==> config.mk <==
export PLATFORM = sky130hd
export DESIGN_NAME = bayer_dither_rgb565
export DESIGN_NICKNAME = d
export VERILOG_FILES = /design/src/rtl/core/bdr_pkg.sv /design/src/rtl/core/bdr_thresh.sv /design/src/rtl/core/bdr_comp.sv /design/src/rtl/core/bayer_dither_rgb565.sv
export SDC_FILE = /design/constraint.sdc
export NUM_CORES = 2
export LEC_CHECK = 0
export CAP_MARGIN = 20
export CORE_MARGIN = 2
export CORE_UTILIZATION = 40
export DETAILED_ROUTE_END_ITERATION = 10
export DONT_BUFFER_PORTS = 1
export PLACE_DENSITY = 0.6
export SETUP_SLACK_MARGIN = 0.05
export SLEW_MARGIN = 20
export SYNTH_ARGS = -nofsm -noshare
export SYNTH_HDL_FRONTEND = slang
export SYNTH_SLANG_ARGS = --single-unit
export TNS_END_PERCENT = 50
==> constraint.sdc <==
create_clock -name clk -period 14.85 [get_ports clk]
set_input_delay 1.485 -clock clk [delete_from_list [all_inputs] [get_ports clk]]
set_output_delay 1.485 -clock clk [all_outputs]
set_load 0.01 [all_outputs]
==> src/rtl/core/bdr_pkg.sv <==
// shared types, constants and constant tables for the bayer dither block
`timescale 1ns / 1ps
`default_nettype none

package bdr_pkg;

    localparam int COORD_BITS_DEF = 12;
    localparam int PIPE_DEPTH     = 5;
    localparam int CFG_AW         = 2;
    localparam int CFG_DW         = 9;

    localparam int Q16_ONE  = 65536;
    localparam int Q16_HALF = 32768;
    localparam int TMAX2    = 3;
    localparam int TMAX4    = 15;
    localparam int TMAX8    = 63;
    localparam int NORM_MAX5 = 31;
    localparam int NORM_MAX6 = 63;

    typedef enum logic [CFG_AW-1:0] {
        REG_DITHER_MODE  = 2'd0,
        REG_QUANT_LEVELS = 2'd1,
        REG_BLEND_WEIGHT = 2'd2
    } cfg_reg_t;

    typedef enum logic [1:0] {
        MODE_BAYER2 = 2'd0,
        MODE_BAYER4 = 2'd1,
        MODE_BAYER8 = 2'd2,
        MODE_FLAT   = 2'd3
    } dither_mode_t;

    localparam dither_mode_t DITHER_MODE_RST  = MODE_BAYER8;
    localparam logic [4:0]   QUANT_LEVELS_RST = 5'd3;
    localparam logic [4:0]   QUANT_MIN        = 5'd2;
    localparam logic [4:0]   QUANT_MAX        = 5'd16;
    localparam logic [8:0]   BLEND_WEIGHT_RST = 9'd256;
    localparam logic [8:0]   WEIGHT_MAX       = 9'd256;

    typedef logic signed [12:0] off_t;
    typedef logic [16:0]        q16_t;

    typedef struct packed {
        logic         adv;
        dither_mode_t mode;
        logic [3:0]   lm1;
        logic [8:0]   weight;
    } bdr_ctrl_t;

    typedef logic [63:0][12:0]  off_tab_t;
    typedef logic [63:0][16:0]  norm_tab_t;
    typedef logic [255:0][5:0]  rescale_tab_t;

    localparam logic [5:0] BAYER2 [4] = '{6'd0, 6'd2, 6'd3, 6'd1};

    localparam logic [5:0] BAYER4 [16] = '{
        6'd0,  6'd8,  6'd2,  6'd10,
        6'd12, 6'd4,  6'd14, 6'd6,
        6'd3,  6'd11, 6'd1,  6'd9,
        6'd15, 6'd7,  6'd13, 6'd5
    };

    localparam logic [5:0] BAYER8 [64] = '{
        6'd0,  6'd32, 6'd8,  6'd40, 6'd2,  6'd34, 6'd10, 6'd42,
        6'd48, 6'd16, 6'd56, 6'd24, 6'd50, 6'd18, 6'd58, 6'd26,
        6'd12, 6'd44, 6'd4,  6'd36, 6'd14, 6'd46, 6'd6,  6'd38,
        6'd60, 6'd28, 6'd52, 6'd20, 6'd62, 6'd30, 6'd54, 6'd22,
        6'd3,  6'd35, 6'd11, 6'd43, 6'd1,  6'd33, 6'd9,  6'd41,
        6'd51, 6'd19, 6'd59, 6'd27, 6'd49, 6'd17, 6'd57, 6'd25,
        6'd15, 6'd47, 6'd7,  6'd39, 6'd13, 6'd45, 6'd5,  6'd37,
        6'd63, 6'd31, 6'd55, 6'd23, 6'd61, 6'd29, 6'd53, 6'd21
    };

    // offset (thr - 0.5) / 10 in q16, indexed by {row[2:0], col[2:0]}
    function automatic off_tab_t build_off_pos(input int mode);
        off_tab_t    tab;
        int          t;
        int          thr;
        int          off;
        logic [5:0]  p;
        tab = '0;
        for (int i = 0; i < 64; i++)
        begin
            p = 6'(i);
            case (mode)
                0:
                begin
                    t   = int'(BAYER2[{p[3], p[0]}]);
                    thr = (t << 16) / TMAX2;
                end
                1:
                begin
                    t   = int'(BAYER4[{p[4:3], p[1:0]}]);
                    thr = (t << 16) / TMAX4;
                end
                2:
                begin
                    t   = int'(BAYER8[p]);
                    thr = (t << 16) / TMAX8;
                end
                default:
                begin
                    thr = 0;
                end
            endcase
            off    = (thr - Q16_HALF) / 10;
            tab[i] = off[12:0];
        end
        return tab;
    endfunction

    // component normalised to q16, floored
    function automatic norm_tab_t build_norm(input int cw);
        norm_tab_t tab;
        int        x;
        tab = '0;
        for (int v = 0; v < 64; v++)
        begin
            if (cw == 5)
                x = (v << 16) / NORM_MAX5;
            else
                x = (v << 16) / NORM_MAX6;
            tab[v] = 17'(x);
        end
        return tab;
    endfunction

    // floor(q * m / lm1), indexed by {lm1, q}
    function automatic rescale_tab_t build_rescale(input int m);
        rescale_tab_t tab;
        int           d;
        tab = '0;
        for (int l = 0; l < 16; l++)
        begin
            for (int q = 0; q < 16; q++)
            begin
                d = 0;
                if (l != 0)
                begin
                    for (int k = 0; k < 64; k++)
                    begin
                        if (k * l <= q * m)
                            d = k;
                    end
                end
                tab[l * 16 + q] = 6'(d);
            end
        end
        return tab;
    endfunction

endpackage

`default_nettype wire

==> src/rtl/core/bdr_thresh.sv <==
// threshold offset lookup from the pixel position, first pipeline stage
`timescale 1ns / 1ps
`default_nettype none

module bdr_thresh #(
    parameter int COORD_BITS = bdr_pkg::COORD_BITS_DEF
) (
    input  wire logic                  clk,
    input  wire bdr_pkg::bdr_ctrl_t    ctrl,
    input  wire logic [COORD_BITS-1:0] col,
    input  wire logic [COORD_BITS-1:0] line,
    output bdr_pkg::off_t              off
);
    import bdr_pkg::*;

    localparam off_tab_t OFF2    = build_off_pos(0);
    localparam off_tab_t OFF4    = build_off_pos(1);
    localparam off_tab_t OFF8    = build_off_pos(2);
    localparam off_tab_t OFFFLAT = build_off_pos(3);

    logic [5:0] pos;
    off_t       off_next;
    off_t       off_reg;

    assign pos = {line[2:0], col[2:0]};

    always_comb
    begin
        case (ctrl.mode)
            MODE_BAYER2: off_next = OFF2[pos];
            MODE_BAYER4: off_next = OFF4[pos];
            MODE_BAYER8: off_next = OFF8[pos];
            default:     off_next = OFFFLAT[pos];
        endcase
    end

    always_ff @(posedge clk)
    begin
        if (ctrl.adv)
            off_reg <= off_next;
    end

    assign off = off_reg;

endmodule

`default_nettype wire

==> src/rtl/core/bdr_comp.sv <==
// per-component datapath: normalise, offset and clamp, quantise, rescale, blend
`timescale 1ns / 1ps
`default_nettype none

module bdr_comp #(
    parameter int CW = 5
) (
    input  wire logic               clk,
    input  wire bdr_pkg::bdr_ctrl_t ctrl,
    input  wire logic [CW-1:0]      v,
    input  wire bdr_pkg::off_t      off,
    output logic [CW-1:0]           res
);
    import bdr_pkg::*;

    localparam int           MAXV = (1 << CW) - 1;
    localparam norm_tab_t    NORM = build_norm(CW);
    localparam rescale_tab_t RESC = build_rescale(MAXV);

    logic [CW-1:0]      v1_reg;
    logic [CW-1:0]      v2_reg;
    logic [CW-1:0]      v3_reg;
    logic [CW-1:0]      v4_reg;
    q16_t               norm1_reg;
    logic signed [18:0] sum2;
    q16_t               n2_next;
    q16_t               n2_reg;
    logic [20:0]        prod3;
    logic [3:0]         q3_next;
    logic [3:0]         q3_reg;
    logic [5:0]         resc_word;
    logic [CW-1:0]      d4_next;
    logic [CW-1:0]      d4_reg;
    logic [14:0]        blend5;
    logic [CW-1:0]      res_next;
    logic [CW-1:0]      res_reg;

    // offset and clamp to [0, 1]
    always_comb
    begin
        sum2 = $signed({2'b00, norm1_reg}) + $signed({{6{off[12]}}, off});
        if (sum2 < 19'sd0)
            n2_next = '0;
        else if (sum2 > 19'sd65536)
            n2_next = 17'(Q16_ONE);
        else
            n2_next = sum2[16:0];
    end

    // round to the level grid
    assign prod3   = 21'(n2_reg) * 21'(ctrl.lm1) + 21'(Q16_HALF);
    assign q3_next = prod3[19:16];

    assign resc_word = RESC[{ctrl.lm1, q3_reg}];
    assign d4_next   = resc_word[CW-1:0];

    assign blend5   = 15'(d4_reg) * 15'(ctrl.weight)
                    + 15'(v4_reg) * (15'(WEIGHT_MAX) - 15'(ctrl.weight));
    assign res_next = blend5[CW+7:8];

    always_ff @(posedge clk)
    begin
        if (ctrl.adv)
        begin
            v1_reg    <= v;
            norm1_reg <= NORM[6'(v)];
            v2_reg    <= v1_reg;
            n2_reg    <= n2_next;
            v3_reg    <= v2_reg;
            q3_reg    <= q3_next;
            v4_reg    <= v3_reg;
            d4_reg    <= d4_next;
            res_reg   <= res_next;
        end
    end

    assign res = res_reg;

endmodule

`default_nettype wire

==> src/rtl/core/bayer_dither_rgb565.sv <==
// top level of the bayer ordered dither for rgb565 pixels
`timescale 1ns / 1ps
`default_nettype none

// Ordered dither of an RGB565 pixel stream. One pixel is taken per clock while
// in_ready is high, and each result passes through a five-stage pipeline
// (offset lookup and normalise, offset and clamp, quantise multiply, rescale lookup,
// blend multiply) whose last stage is the output register. The whole pipeline
// advances whenever the output register is empty or being taken, so in_ready
// follows out_ready in the same cycle while the output is full. The three
// configuration registers are written through cfg_we / cfg_addr / cfg_data at any
// edge with no wait; out-of-range values saturate and unknown indexes are ignored.
// Write them only while no pixels are in flight. No state links successive pixels.
module bayer_dither_rgb565 #(
    parameter int COORD_BITS = bdr_pkg::COORD_BITS_DEF
) (
    input  wire logic                       clk,
    input  wire logic                       rst_n,
    input  wire logic                       in_valid,
    output logic                            in_ready,
    input  wire logic [15:0]                pixel_in,
    input  wire logic [COORD_BITS-1:0]      col,
    input  wire logic [COORD_BITS-1:0]      line,
    output logic                            out_valid,
    input  wire logic                       out_ready,
    output logic [15:0]                     pixel_out,
    input  wire logic                       cfg_we,
    input  wire logic [bdr_pkg::CFG_AW-1:0] cfg_addr,
    input  wire logic [bdr_pkg::CFG_DW-1:0] cfg_data
);
    import bdr_pkg::*;

    dither_mode_t          dither_mode_reg;
    dither_mode_t          dither_mode_next;
    logic [4:0]            quant_levels_reg;
    logic [4:0]            quant_levels_next;
    logic [8:0]            blend_weight_reg;
    logic [8:0]            blend_weight_next;
    logic [PIPE_DEPTH-1:0] stg_valid_reg;
    logic [PIPE_DEPTH-1:0] stg_valid_next;
    logic                  adv;
    bdr_ctrl_t             ctrl;
    off_t                  off;
    logic [4:0]            red;
    logic [5:0]            green;
    logic [4:0]            blue;

    // register writes, saturated
    always_comb
    begin
        dither_mode_next  = dither_mode_reg;
        quant_levels_next = quant_levels_reg;
        blend_weight_next = blend_weight_reg;
        if (cfg_we)
        begin
            case (cfg_reg_t'(cfg_addr))
                REG_DITHER_MODE:
                begin
                    dither_mode_next = dither_mode_t'(cfg_data[1:0]);
                end
                REG_QUANT_LEVELS:
                begin
                    if (cfg_data[4:0] < QUANT_MIN)
                        quant_levels_next = QUANT_MIN;
                    else if (cfg_data[4:0] > QUANT_MAX)
                        quant_levels_next = QUANT_MAX;
                    else
                        quant_levels_next = cfg_data[4:0];
                end
                REG_BLEND_WEIGHT:
                begin
                    if (cfg_data[8:0] > WEIGHT_MAX)
                        blend_weight_next = WEIGHT_MAX;
                    else
                        blend_weight_next = cfg_data[8:0];
                end
                default:
                begin
                end
            endcase
        end
    end

    // pipeline moves as a whole when the output register can take a transfer
    assign adv      = !stg_valid_reg[PIPE_DEPTH-1] || out_ready;
    assign in_ready = adv;

    always_comb
    begin
        if (adv)
            stg_valid_next = {stg_valid_reg[PIPE_DEPTH-2:0], in_valid};
        else
            stg_valid_next = stg_valid_reg;
    end

    always_ff @(posedge clk or negedge rst_n)
    begin
        if (!rst_n)
        begin
            dither_mode_reg  <= DITHER_MODE_RST;
            quant_levels_reg <= QUANT_LEVELS_RST;
            blend_weight_reg <= BLEND_WEIGHT_RST;
            stg_valid_reg    <= '0;
        end
        else
        begin
            dither_mode_reg  <= dither_mode_next;
            quant_levels_reg <= quant_levels_next;
            blend_weight_reg <= blend_weight_next;
            stg_valid_reg    <= stg_valid_next;
        end
    end

    assign ctrl.adv    = adv;
    assign ctrl.mode   = dither_mode_reg;
    assign ctrl.lm1    = 4'(quant_levels_reg - 5'd1);
    assign ctrl.weight = blend_weight_reg;

    bdr_thresh #(
        .COORD_BITS (COORD_BITS)
    ) u_thresh (
        .clk  (clk),
        .ctrl (ctrl),
        .col  (col),
        .line (line),
        .off  (off)
    );

    bdr_comp #(
        .CW (5)
    ) u_comp_r (
        .clk  (clk),
        .ctrl (ctrl),
        .v    (pixel_in[15:11]),
        .off  (off),
        .res  (red)
    );

    bdr_comp #(
        .CW (6)
    ) u_comp_g (
        .clk  (clk),
        .ctrl (ctrl),
        .v    (pixel_in[10:5]),
        .off  (off),
        .res  (green)
    );

    bdr_comp #(
        .CW (5)
    ) u_comp_b (
        .clk  (clk),
        .ctrl (ctrl),
        .v    (pixel_in[4:0]),
        .off  (off),
        .res  (blue)
    );

    assign out_valid = stg_valid_reg[PIPE_DEPTH-1];
    assign pixel_out = {red, green, blue};

endmodule

`default_nettype wire

* After elaboration in Yosys (flattened, before gate mapping)
Memory sizes are Yosys's and may differ from the RTL's. A register that Yosys moved wholly into a read port is not among the register bits.
Index checks and enable logic that the tools add are counted.
** Word-level totals
- Output and inout port bits :: 18
- Bits in read-only memories :: 10112
- Logic and storage cells :: 94
- Memories :: 10
- Flip-flop bits (word level) :: 176
** Memories
- (name not given) :: words 256, width 6, read ports 1, clocked after memory_dff 1, wr ports 0, RTL line bdr_comp.sv:54 : assign resc_word = RESC[{ctrl.lm1, q3_reg}];
- (name not given) :: words 256, width 6, read ports 1, clocked after memory_dff 1, wr ports 0, RTL line bdr_comp.sv:54
- (name not given) :: words 256, width 6, read ports 1, clocked after memory_dff 1, wr ports 0, RTL line bdr_comp.sv:54
- (name not given) :: words 64, width 17, read ports 1, clocked after memory_dff 1, wr ports 0, RTL line bdr_comp.sv:66 : norm1_reg <= NORM[6'(v)];
- (name not given) :: words 64, width 13, read ports 1, clocked after memory_dff 0, wr ports 0, RTL line bdr_thresh.sv:30 : MODE_BAYER2: off_next = OFF2[pos];
- (name not given) :: words 64, width 13, read ports 1, clocked after memory_dff 0, wr ports 0, RTL line bdr_thresh.sv:31 : MODE_BAYER4: off_next = OFF4[pos];
- +4 memories
** Cells by class
- Mux-type cells :: 11
- Reduce and logical (&&, ||, !) cells :: 10
- Eq/ne operators :: 4
- Add/subtract/negate cells :: 11
- $mul :: 9
- $lt $le $gt $ge :: 10
** Operator list (number)
- $add 20x16->20 const B :: 3
- $mul 17x4->20 :: 3
- $add 18x13->19 :: 3
- $gt 19x18->1 const B :: 3
- $lt 19x1->1 const B :: 3
- $mux 13 :: 4
- $mux 17 :: 3
- $pmux 13 s3 :: 1
- $mul 5x15->13 :: 2
- $add 13x13->13 :: 2
- $mul 5x9->13 :: 2
- $mul 6x15->14 :: 1
- $add 14x14->14 :: 1
- $mul 6x9->14 :: 1
- $sub 9x9->10 const A :: 1
- $gt 9x9->1 const B :: 1
- $mux 9 :: 1
- $mux 4 :: 2
- $lt 6x7->1 const B :: 1
- $reduce_and 2->1 :: 3
- $reduce_or 2->1 :: 3
- $gt 5x5->1 const B :: 1
- $lt 5x2->1 const B :: 1
- $eq 2x1->1 const B :: 2
- 5 further kinds :: 7

* Depth between registers and ports, before layout
- Word-level depth :: 3
- Gate-level depth with buffers :: 25

* Modules after synthesis
Synthesis repeated with hierarchy kept, for this count alone.
** Second synthesis, totals
- Cell total of the unflattened synthesis :: 3206
- Area total of the unflattened synthesis :: 29114.2 um^2
** By module, submodules not included
- bdr_comp at u_comp_g :: instances 1, cells an instance 1011, area an instance 9300.2 um^2
- bdr_comp at u_comp_b :: instances 1, cells an instance 996, area an instance 8846.0 um^2
- bdr_comp at u_comp_r :: instances 1, cells an instance 963, area an instance 8759.7 um^2
- bdr_thresh :: instances 1, cells an instance 158, area an instance 1306.3 um^2
- bayer_dither_rgb565 :: instances 1, cells an instance 78, area an instance 902.1 um^2

* Worst setup path before layout
OpenSTA, ideal clock, no wires.
- Path kind :: in2out
- Start point :: input out_ready
- End point :: output in_ready
- Path buffers :: 1
- Arrival :: 6.969 ns
- Stages :: 2
- Setup slack :: 6.396 ns
- Cell sequence :: nand2b_1 -> clkbuf_1
** On the way
- Cells in the longest elaborated chain, start to end :: 1
** RTL lines
- from (decl) :: RTL line bayer_dither_rgb565.sv:25 : input wire logic out_ready,
- $logic_or 1x1->1 :: RTL line bayer_dither_rgb565.sv:85 : assign adv = !stg_valid_reg[PIPE_DEPTH-1] || out_ready;
- to (decl) :: RTL line bayer_dither_rgb565.sv:20 : output logic in_ready,
No other way between the ends.

* Final worst setup path
- Start point :: register blend_weight_reg[1]
- End point :: register u_comp_r.res_reg[3] (netlist: u_comp_r.res[3]), data pin
** On the way
- Cells in the longest elaborated chain, start to end :: 3
** RTL lines
- from (decl) :: RTL line bayer_dither_rgb565.sv:37 : logic [8:0] blend_weight_reg;
- from (signal assigned) :: RTL line bayer_dither_rgb565.sv:109 : blend_weight_reg <= blend_weight_next;
- $sub 9x9->10 :: RTL line bdr_comp.sv:58 : + 15'(v4_reg) * (15'(WEIGHT_MAX) - 15'(ctrl.weight));
- $mul 5x15->13 :: RTL line bdr_comp.sv:58
- $add 13x13->13 (*) :: RTL line bdr_comp.sv:58
- named net u_comp_r.blend5[11] :: RTL line bdr_comp.sv:34 : logic [14:0] blend5;
- to (signal assigned) :: RTL line bdr_comp.sv:73 : res_reg <= res_next;
- to (decl) :: RTL line bdr_comp.sv:36 : logic [CW-1:0] res_reg;
The timed path passes the listed nets; every way through them passes the cells marked *.
A chain may end at the register's enable or synchronous reset.

==> qor.txt <==
WP data arrival - 6.71 ns
Mapped Avg Cell Area - 8.97 um2
Post-Synthesis Cell Area - 29,100 um2
CP max-delay cell - dfrtp_1
nets@finish - 3,776
ANT nets after route - 0
first-pass GRT wire length - 116,000 um
Crit. End Element - flop
die span in x - 274 um
CP peak stage delay - 0.81 ns
largest net degree at the start of global routing - 153
Clk pin slew, worst setup/hold paths - 0.06 ns
FP Rows - 98
starting density of the core - 0.406
outcome - finished, final reports clean
area occupied by multi-input gates - 20,800 um2
reg-to-reg endpoint - u_comp_r.res[3]$_DFFE_PP_
# fillers - 7,066
hold_buf cts - 0
Worst Setup Start Kind - flop
Area Overhead vs Synth - 5.98%
DRC violation total after the first TritonRoute iteration - 1,655
Core ar. - 71,700 um2
DIE HEIGHT - 274 um
grt total ovfl - 0
initial antenna violation count - 2
worst r2r path cells - 20
fmax - 156 MHz
RSZ-0062 raised after global routing - no
worst setup path endpoint - u_comp_r.res[3]$_DFFE_PP_
Layout Skew - 0.0571 ns
Final Cell Area - 30,900 um2
CTS tree - yes
most frequent CP cell - fa_1
Gate Count Post-Synth - 3,246
reg2reg start - blend_weight_reg[1]$_DFFE_PN0P_
DRT Wirelength - 69,500 um
Post-synth top flop - edfxtp_1
diode count - 0
port bufs - 0
Slew @ Worst Pin - 0.919 ns
synth unique cells - 90
max-slew violation count - 0
GRT Total Usage - 0.189
DR vias - 22,300
Tcrit/Tclk final - 0.431
fraction of registers with async set/reset - 0.0948
DP HPWL - 51,900 um
critical path cell sequence - inv_1 > ha_1 > nand2b_1 > nor4_1 > xnor2_2 > and2_1 > fa_1 > fa_1 > fa_1 > fa_1 > inv_1 > fa_1 > inv_1 > ha_1 > nor3_1 > o21ai_0 > nand3_1 > nand3b_1 > a21oi_1 > xnor2_1
setup_tns - 0 ns
max-cap viol count - 0
flops & latches, synth - 211
number of clock sinks - 211
top cell type's share of synthesized area - 0.207
hold crit path type - flop to flop
Clock Tree Root - clkbuf_16
TritonCTS buffer count - 28
CP startpoint - blend_weight_reg[1]$_DFFE_PN0P_
CTS max path bufs - 3
Clk Latency, worst-skew pair - 0.61 ns
EDFF count, synth - 191
FF-to-FF setup slack - 8.44 ns
WL/cell - 16.9 um
Seq/Total Area, Yosys - 0.214
number of global-route vias before repair - 21,900
Final min period - 6.41 ns
YS warnings - 0
Via density - 5.43
final worst slack - 8.44 ns
CP max FO - 19
post-CTS sizing - 0
drt first pass iters - 5
placed cell area - 30,000 um2
DIE AREA - 75,000 um2
Ports - 74
commonest non-fill, non-tap cell in the layout - nand2_1
Mapped Nets - 3,892
# H-tree levels - 1
Worst slew margin - 0.379
main area contributors after synthesis - fa_1, edfxtp_1, ha_1, nand2_1, inv_1
pre-CTS setup slack - 8.47 ns
Hold Vio Cnt, Final - 0
dominant cell type by area after synthesis - fa_1
critical path required time - 15.15 ns
critical path class - flop to flop
Final setup viols - 0
most frequent cells in the layout - nand2_1, inv_1, fa_1
fraction of layout instances using a drive strength above 1 - 0.0431
Reg area - 6240 um2
DRC viols - 0
global placement routability congestion - 0.861
post-CTS setup buffer count - 0
[cells in the mapped netlist, types with 68 or more instances]
cell type	count
o21ai_0	151
nor3_1	68
inv_1	390
nor2_1	168
a21oi_1	175
clkbuf_1	134
ha_1	289
nand2_1	393
and2_1	153
fa_1	301
xnor2_1	74
nor2b_1	70
edfxtp_1	191
nand2b_1	72
[per-stage QoR]
step	utilization	hold WS [ns]	std cells
after floorplan	-	0.400	3246
after global placement	0.418	0.402	4050
after detailed placement	0.418	0.405	4050
after CTS	0.430	0.417	4102
after global routing	0.430	0.425	4102
final	0.430	0.415	4102
[routing by layer]
metal | track usage | share of wire | routed length (um) | up-vias
met5 | 0 | 0.00019 | 13 | -
met4 | 0.0450 | 0.025 | 1710 | 2
met3 | 0.0216 | 0.053 | 3680 | 91
met2 | 0.301 | 0.45 | 31500 | 557
met1 | 0.274 | 0.47 | 32600 | 10800
li1 | - | - | - | 10800
[worst min-delay path by stage]
stage               slack [ns]  cells past startpoint                            to                    startpoint
floorplan                 0.40                      0  u_comp_b.v2_reg[0]$_DFFE_PP_  u_comp_b.v1_reg[0]$_DFFE_PP_
global placement          0.40                      0  u_comp_g.v3_reg[5]$_DFFE_PP_  u_comp_g.v2_reg[5]$_DFFE_PP_
detailed placement        0.40                      0  u_comp_b.v3_reg[2]$_DFFE_PP_  u_comp_b.v2_reg[2]$_DFFE_PP_
CTS                       0.42                      0  u_comp_b.v4_reg[1]$_DFFE_PP_  u_comp_b.v3_reg[1]$_DFFE_PP_
global route              0.43                      0  u_comp_b.v3_reg[4]$_DFFE_PP_  u_comp_b.v2_reg[4]$_DFFE_PP_
finish                    0.41                      0  u_comp_b.v4_reg[1]$_DFFE_PP_  u_comp_b.v3_reg[1]$_DFFE_PP_
[cell families after synthesis]
kind of cell    share of synthesized area
compound gates                      0.149
xor+xnor                           0.0334
fa+ha+maj                           0.331
buf+inv                            0.0740
flops                               0.214
mux                                0.0197
simple gates                        0.178
[cell type report]
cell class,instances,share of cell area
clock buffer,29,0.0228
clock inverter,23,0.00624
inverter,391,0.0476
multi-input combinational,2466,0.674
sequential,211,0.202
tap,950,0.0385
timing repair buffer,32,0.00819
[critical path, delay by kind of cell, from the launching register on]
| kind | cells | cell delay, ns |
|---|---|---|
| fa+ha+maj | 7 | 2.88 |
| simple gates | 6 | 1.05 |
| flops | 1 | 0.81 |
| xor+xnor | 2 | 0.81 |
| compound gates | 2 | 0.37 |
| buf+inv | 3 | 0.21 |
Power is not shown: default switching activity piles up to over one toggle a cycle in this logic, so the estimate is an artifact.
